--- config.mk ---
export PLATFORM = sky130hd
export DESIGN_NAME = pesc_lane
export DESIGN_NICKNAME = d
export VERILOG_FILES = /design/src/hw/rtl/pesc_pkg.sv /design/src/hw/rtl/pesc_lane.sv
export SDC_FILE = /design/constraint.sdc
export NUM_CORES = 2
export LEC_CHECK = 0
export BUFFER_PORTS_ARGS = -buffer_cell sky130_fd_sc_hd__buf_2
export CORE_MARGIN = 3
export CORE_UTILIZATION = 46
export CTS_BUF_LIST = sky130_fd_sc_hd__clkbuf_4 sky130_fd_sc_hd__clkbuf_8
export CTS_CLUSTER_SIZE = 25
export DETAILED_ROUTE_END_ITERATION = 8
export PLACE_DENSITY = 0.7
export SETUP_SLACK_MARGIN = 0.05
export SLEW_MARGIN = 10
export SYNTH_ARGS = -nofsm -noshare
export SYNTH_HDL_FRONTEND = slang
export SYNTH_SLANG_ARGS = --single-unit
--- constraint.sdc ---
create_clock -name clock -period 8.6 [get_ports clock]
set_input_delay 0.43 -clock clock [delete_from_list [all_inputs] [get_ports clock]]
set_output_delay 0.43 -clock clock [all_outputs]
set_load 0.01 [all_outputs]
--- src/hw/rtl/pesc_pkg.sv ---
// Shared types, widths, register indexes and the square root step for the servo core.
package pesc_pkg;

   localparam int PoseW   = 24;
   localparam int ErrW    = PoseW + 1;
   localparam int GainW   = 16;
   localparam int ProdW   = ErrW + GainW;
   localparam int ShProdW = ProdW - 12;
   localparam int LimW    = 23;
   localparam int TolW    = 24;
   localparam int SqW     = 2 * ErrW - 1;
   localparam int SumW    = SqW + 2;
   localparam int RootW   = 26;
   localparam int RadW    = 2 * RootW;
   localparam int RemW    = RootW + 1;
   localparam int ConfW   = 16;
   localparam int CsrDataW = 24;
   localparam int CsrIdxW  = 3;

   typedef enum logic [CsrIdxW-1:0] {
      CSR_GAIN_XY    = 3'd0,
      CSR_GAIN_Z     = 3'd1,
      CSR_GAIN_YAW   = 3'd2,
      CSR_MAX_LIN    = 3'd3,
      CSR_MAX_TURN   = 3'd4,
      CSR_LIN_TOL    = 3'd5,
      CSR_TURN_TOL   = 3'd6
   } csr_index_type;

   localparam logic signed [GainW-1:0] GainReset    = 16'sd4096;
   localparam logic [LimW-1:0]         MaxLinReset  = 23'd410;
   localparam logic [LimW-1:0]         MaxTurnReset = 23'd40960;
   localparam logic [TolW-1:0]         LinTolReset  = 24'd20;
   localparam logic [TolW-1:0]         TurnTolReset = 24'd4096;

   // enables for the three lane stages
   typedef struct packed {
      logic en1;
      logic en2;
      logic en3;
   } lane_ctl_type;

   // result fields that ride alongside the square root pipeline
   typedef struct packed {
      logic signed [PoseW-1:0] vel_x;
      logic signed [PoseW-1:0] vel_y;
      logic signed [PoseW-1:0] vel_z;
      logic signed [PoseW-1:0] turn_rate;
      logic [ConfW-1:0]        conf;
      logic                    reached;
   } side_type;

   typedef struct packed {
      logic [RemW-1:0]  rem;
      logic [RootW-1:0] root;
      logic [RadW-1:0]  rad;
   } sqrt_state_type;

   // one restoring step: bring down two radicand bits, try the next root bit
   function automatic sqrt_state_type sqrt_step(sqrt_state_type s);
      logic [RemW+1:0] rem_sh;
      logic [RemW+1:0] trial;
      sqrt_state_type  r;
      rem_sh = {s.rem, s.rad[RadW-1 -: 2]};
      trial  = {1'b0, s.root, 2'b01};
      r.rad  = {s.rad[RadW-3:0], 2'b00};
      if (rem_sh >= trial) begin
         r.rem  = RemW'(rem_sh - trial);
         r.root = {s.root[RootW-2:0], 1'b1};
      end else begin
         r.rem  = rem_sh[RemW-1:0];
         r.root = {s.root[RootW-2:0], 1'b0};
      end
      return r;
   endfunction

endpackage

--- src/hw/rtl/pesc_lane.sv ---
// One axis lane: error, gain product, squared error, tolerance check, saturation.
module pesc_lane (
   input  logic                                   clock,
   input  pesc_pkg::lane_ctl_type                 ctl,
   input  logic signed [pesc_pkg::PoseW-1:0]      cur,
   input  logic signed [pesc_pkg::PoseW-1:0]      tgt,
   input  logic signed [pesc_pkg::GainW-1:0]      gain,
   input  logic [pesc_pkg::LimW-1:0]              limit,
   input  logic [pesc_pkg::TolW-1:0]              tol,
   output logic signed [pesc_pkg::PoseW-1:0]      cmd,
   output logic [pesc_pkg::SqW-1:0]               sq,
   output logic                                   in_tol
);
   import pesc_pkg::*;

   logic signed [ErrW-1:0]    err_ff, err_in;
   logic signed [ProdW-1:0]   prod_ff, prod_in;
   logic [SqW-1:0]            sq_ff, sq_in;
   logic                      in_tol_ff, in_tol_in;
   logic signed [PoseW-1:0]   cmd_ff, cmd_in;
   logic [ErrW-1:0]           abs_err;
   logic signed [ShProdW-1:0] shifted;
   logic signed [ShProdW-1:0] lim_s;

   assign err_in    = ErrW'(tgt) - ErrW'(cur);
   assign abs_err   = err_ff[ErrW-1] ? ErrW'(-err_ff) : ErrW'(err_ff);
   assign prod_in   = ProdW'(err_ff) * ProdW'(gain);
   assign sq_in     = SqW'(abs_err * abs_err);
   assign in_tol_in = abs_err <= ErrW'(tol);

   // arithmetic shift gives the floor
   assign shifted = ShProdW'(prod_ff >>> 12);
   assign lim_s   = ShProdW'({1'b0, limit});

   always_comb begin
      if (shifted > lim_s) begin
         cmd_in = PoseW'(lim_s);
      end else if (shifted < -lim_s) begin
         cmd_in = PoseW'(-lim_s);
      end else begin
         cmd_in = PoseW'(shifted);
      end
   end

   always_ff @(posedge clock) begin
      if (ctl.en1) begin
         err_ff <= err_in;
      end
      if (ctl.en2) begin
         prod_ff   <= prod_in;
         sq_ff     <= sq_in;
         in_tol_ff <= in_tol_in;
      end
      if (ctl.en3) begin
         cmd_ff <= cmd_in;
      end
   end

   assign cmd    = cmd_ff;
   assign sq     = sq_ff;
   assign in_tol = in_tol_ff;

endmodule

; ---- Yosys cells after proc, flatten, opt, wreduce, memory -nomap -nowiden
; Index checks and enable logic that the tools add are counted.
[word_totals]
romBits = 0
regBits = 140
inputBits = 115
latchBits = 0
ramBits = 0
n_memories = 0
output_inout_bits = 74
[classes]
shift = 0
mux = 3
bitwise_logic = 0
add_sub_neg = 3
reduce_logical = 0
eq_ne = 0
magnitude_cmp = 3
div = 0
mul = 2
[ops]
columns = op, count
row1 = multiplier 25 x 25 -> 49 bit, 1
row2 = multiplier 25 x 16 -> 41 bit, 1
row3 = > comparator 29 x 24 -> 1 bit, 1
row4 = < comparator 29 bit, 1
row5 = negator 23 -> 29 bit, 1
row6 = less-or-equal comparator 25 x 24 -> 1 bit, 1
row7 = two-way mux 25 bit, 1
row8 = negator 25 bit, 1
row9 = subtractor 24 x 24 -> 25 bit, 1
row10 = two-way mux 24 bit, 1
row11 = two-way mux 23 bit, 1

; ---- Logic depth before layout (Yosys ltp)
[logic_depth]
ltp_word = 4
mapped_depth = 37

; ---- Worst setup path before layout
; No wires, ideal clock.
[synth_path]
path_type = register to register
from = reg err_ff[0]
to = reg sq_ff[45], in the netlist sq[45], data pin
setup_ns = 0.265
slack_ns = -0.424
t_required_ns = 8.335
n_path_buf = 3
path_stages_with_launch = 33
period_less_slack_ns = 9.024
t_arrival_ns = 8.759
cell_sequence = edfxtp_1 -> clkbuf_1 -> inv_1 -> clkbuf_1 -> ha_1 -> nand3_1 -> or3_1 -> or3_1 -> o41ai_1 -> xor2_1 -> inv_1 -> buf_1 -> nand2_1 -> fa_1 -> inv_1 -> fa_1 -> fa_1 -> fa_1 -> inv_1 -> fa_1 -> inv_1 -> fa_1 -> fa_1 -> ha_1 -> and3_1 -> nand2_1 -> or3_1 -> o22ai_1 -> o211ai_1 -> a31oi_1 -> or3b_1 -> o21ai_0 -> xor2_1
[synth_between]
elab_chain_cells = 3
[synth_lines]
columns = element, line_no
row1 = "start, declared", pesc_lane.sv:16  ; logic signed [ErrW-1:0] err_ff, err_in;
row2 = "start signal, assigned", pesc_lane.sv:47  ; err_ff <= err_in;
row3 = negator 25 bit, pesc_lane.sv:26  ; assign abs_err = err_ff[ErrW-1] ? ErrW'(-err_ff) : ErrW'(err_ff);
row4 = two-way mux 25 bit (*), pesc_lane.sv:26
row5 = multiplier 25 x 25 -> 49 bit (*), pesc_lane.sv:28  ; assign sq_in = SqW'(abs_err * abs_err);
row6 = via sq_in[45], pesc_lane.sv:18  ; logic [SqW-1:0] sq_ff, sq_in;
row7 = "end signal, assigned", pesc_lane.sv:51  ; sq_ff <= sq_in;
row8 = "end, declared", pesc_lane.sv:18
; The timed path passes the listed nets; every way through them passes the cells marked *.
; A chain may end at the register's enable or synchronous reset.

; ---- Worst setup path in the final report
[layout_path]
from = reg err_ff[1]
to = reg sq_ff[45], in the netlist sq[45], data pin
; Same word-level chain as after synthesis.

==> summary.txt <==
Run status
  – Outcome: finished with violations
  – Violated checks: setup timing

Global routing
  – Gr ovfl total: 0
  – Tot GR Track Use: 0.2330
  – Pin count of the biggest net entering global routing: 48
  – Antenna violations before repair: 3
  – First-pass GRT wire length: 164400 um
  – Vias in the first global route: around 32000

Final layout
  – Share of post-route cells with drive strength above 1: 0.1567
  – Commonest cells after routing, fill and taps aside: inv_1, fa_1, nand2_1, ha_1, buf_4
  – Area Growth Syn to Fin: 13.59%
  – Nets: around 6000
  – Most common cell after layout, fill and taps aside: inv_1
  – Non-Filler Instances: around 5800
  – # fillers: 7681

Worst hold path
  – Hold Path Class: input port to flip-flop

Timing
  – Achievable Freq: 114.8 MHz
  – Worst slew pin tran: 0.8995 ns
  – # setup viols final: 4
  – Relative slew slack: 0.3997
  – Final Slew Violations: 0
  – Fin. Hold Viols: 0
  – RSZ-0062 raised after global routing: yes
  – Final worst slack: -0.1082 ns
  – Worst Clk Skew: 0.01610 ns
  – Share of the clock period used by the worst path: 1.013
  – WHS: a little over 0.2 ns
  – Final Critical Period: about 8.7 ns

Die
  – Die height: roughly 300 um
  – Cell Rows: approximately 110
  – Initial Utilization: 0.4647
  – Die X: about 300 um
  – Placeable Area: roughly 85000 sq um
  – Die area: 89710 sq um
  – Io pins: 189

Detailed routing
  – Initial DRC count: roughly 1800
  – DRT Pass-1 Iters: 5
  – Via-to-Cell Ratio: about 5.2
  – Routed via count: 29780
  – WL final: 100600 um
  – Final ANT Viol Nets: 0
  – # DRC: 0
  – Wirelength per Cell: 17.46 um

Clock network
  – Root Buffer: clkbuf_8
  – Clock net sink count: between 100 and 150
  – H-tree levels: 4
  – TritonCTS clock tree: yes
  – Clock-pin slew on the worst setup and hold paths: roughly 0.090 ns
  – Longest Clk Path Bufs: 2
  – Cts hold-fix bufs: 0
  – Skew-Pair Late Insertion Delay: about 0.57 ns
  – CTS Buf Count: 17

Yosys
  – Sequential fraction of the synthesis area: 0.09623
  – Syn. warnings: 0
  – Post-synth cell types: 86
  – Register bit total from synthesis: 127
  – Async SR Flop Fraction: 0
  – Synth top area share: 0.4329
  – Syn avg cell area: about 9.3 sq um
  – Top cells by area, synth: fa_1, ha_1, inv_1
  – Mapped cell area: 39630 sq um
  – Post-Syn Instances: approximately 4300
  – Post-synth EDFFs: between 100 and 150
  – Primary FF master, synth: edfxtp_1
  – Area leader, netlist: fa_1

Worst setup path
  – Setup CP Type: flip-flop to flip-flop
  – Peak per-stage delay on the critical path: 0.62 ns
  – Setup crit end kind: flip-flop
  – Critical path's slowest cell: fa_1
  – Highest net fanout along the worst path: 4
  – Startpoint Class: flip-flop
  – Worst EP required: 8.92 ns
  – Data arrival, critical path: roughly 9.0 ns
  – CP most frequent cell: fa_1

Run
  – Max-cap viol count: 0

Placed design
  – Placed instance count: 5655
  – Post-DP HPWL: between 80000 and 90000 um
  – # port buffers: 187
  – Place WS: -0.2506 ns
  – GPL Wtd Cong: roughly 0.95
final timing paths:
check / start / endpoint / slack, ns / cells after the start
hold / removal: limit[10] / cmd[10] / 0.20 / 2
hold reg to reg: prod_ff[32] / cmd[20] / 0.69 / 1
setup / recovery: err_ff[1] / sq[45] / -0.11 / 34
setup reg to reg: err_ff[1] / sq[45] / -0.11 / 34
worst max-delay path, delay by kind of cell (launching register included):
kind                       cells  cell delay [ns]
adders and majority gates      9             4.05
and+or+nand+nor                7             1.64
AOI/OAI and AO/OA              7             1.29
buffers and inverters          9             0.85
DFF                            1             0.44
xor gates and xnor gates       2             0.20
synthesized netlist by cell type (50+ instances only):
cell      instances
edfxtp_1        127
a21o_1           68
and2_1          148
o21ai_0          78
nand2_1         464
xnor2_1          97
a21oi_1         117
clkbuf_1        130
nor2_1          197
xor2_1           50
fa_1            857
inv_1          1147
ha_1            378
cell type report:
type / count / area (sq um) / area share
Multi-Input combinational cell: 2835 / 31720 / 0.7048
Inverter: 1156 / 4364 / 0.09695
Sequential cell: 127 / 3814 / 0.08472
Timing Repair Buffer: 469 / 3281 / 0.07288
Tap cell: 1144 / 1431 / 0.03180
Clock buffer: 17 / 234.0 / 0.005198
Clock inverter: 15 / 160.2 / 0.003558
Antenna cell: 2 / 5.005 / 0.0001112
kinds of logic after synthesis:
| group | Yosys count | synth area share |
|---|---|---|
| adder cells (fa/ha/maj) | 1235 | 0.5523 |
| buffers and inverters | 1313 | 0.1263 |
| AND/OR/NAND/NOR | 1009 | 0.1190 |
| multiplexers | 19 | 0.004925 |
| XOR/XNOR | 153 | 0.03552 |
| AO/OA/AOI/OAI | 399 | 0.06561 |
| flip-flops | 127 | 0.09623 |
| other | 2 | 0.0001895 |
repair_timing:
action,4_1_cts,5_1_grt
hold endpoints to repair,0,0
setup buffers,51,24
endpoints found under the setup margin,12,21
gates resized for setup,78,163
pin swaps,87,105
gates cloned,1,0
state kept, by name, indices dropped and copies added (netlist names):
name,count
cmd,24
err_ff,25
in_tol,1
prod_ff,29
sq,48
layer usage:
| metal | vias to the layer above | track usage | share of wire |
|---|---|---|---|
| li1 | 13470 | - | - |
| met1 | 15140 | 0.3067 | 0.41 |
| met2 | 941 | 0.3926 | 0.49 |
| met3 | 222 | 0.03209 | 0.062 |
| met4 | 2 | 0.08784 | 0.039 |
| met5 | - | 0 | 0.000079 |
through the flow:
stage / TNS, ns / area (sq um) / utilization
3_5_place_dp: -1.577 / 43150 / 0.5059
4_1_cts: -0.1313 / 44300 / 0.5194
6_report: -0.2212 / 45010 / 0.5278
2_1_floorplan: 0 / 39810 / -
5_1_grt: -2.735 / 45010 / 0.5278
3_3_place_gp: -0.2911 / 43150 / 0.5059
Power is not shown: default switching activity piles up to over one toggle a cycle in this logic, so the estimate is an artifact.
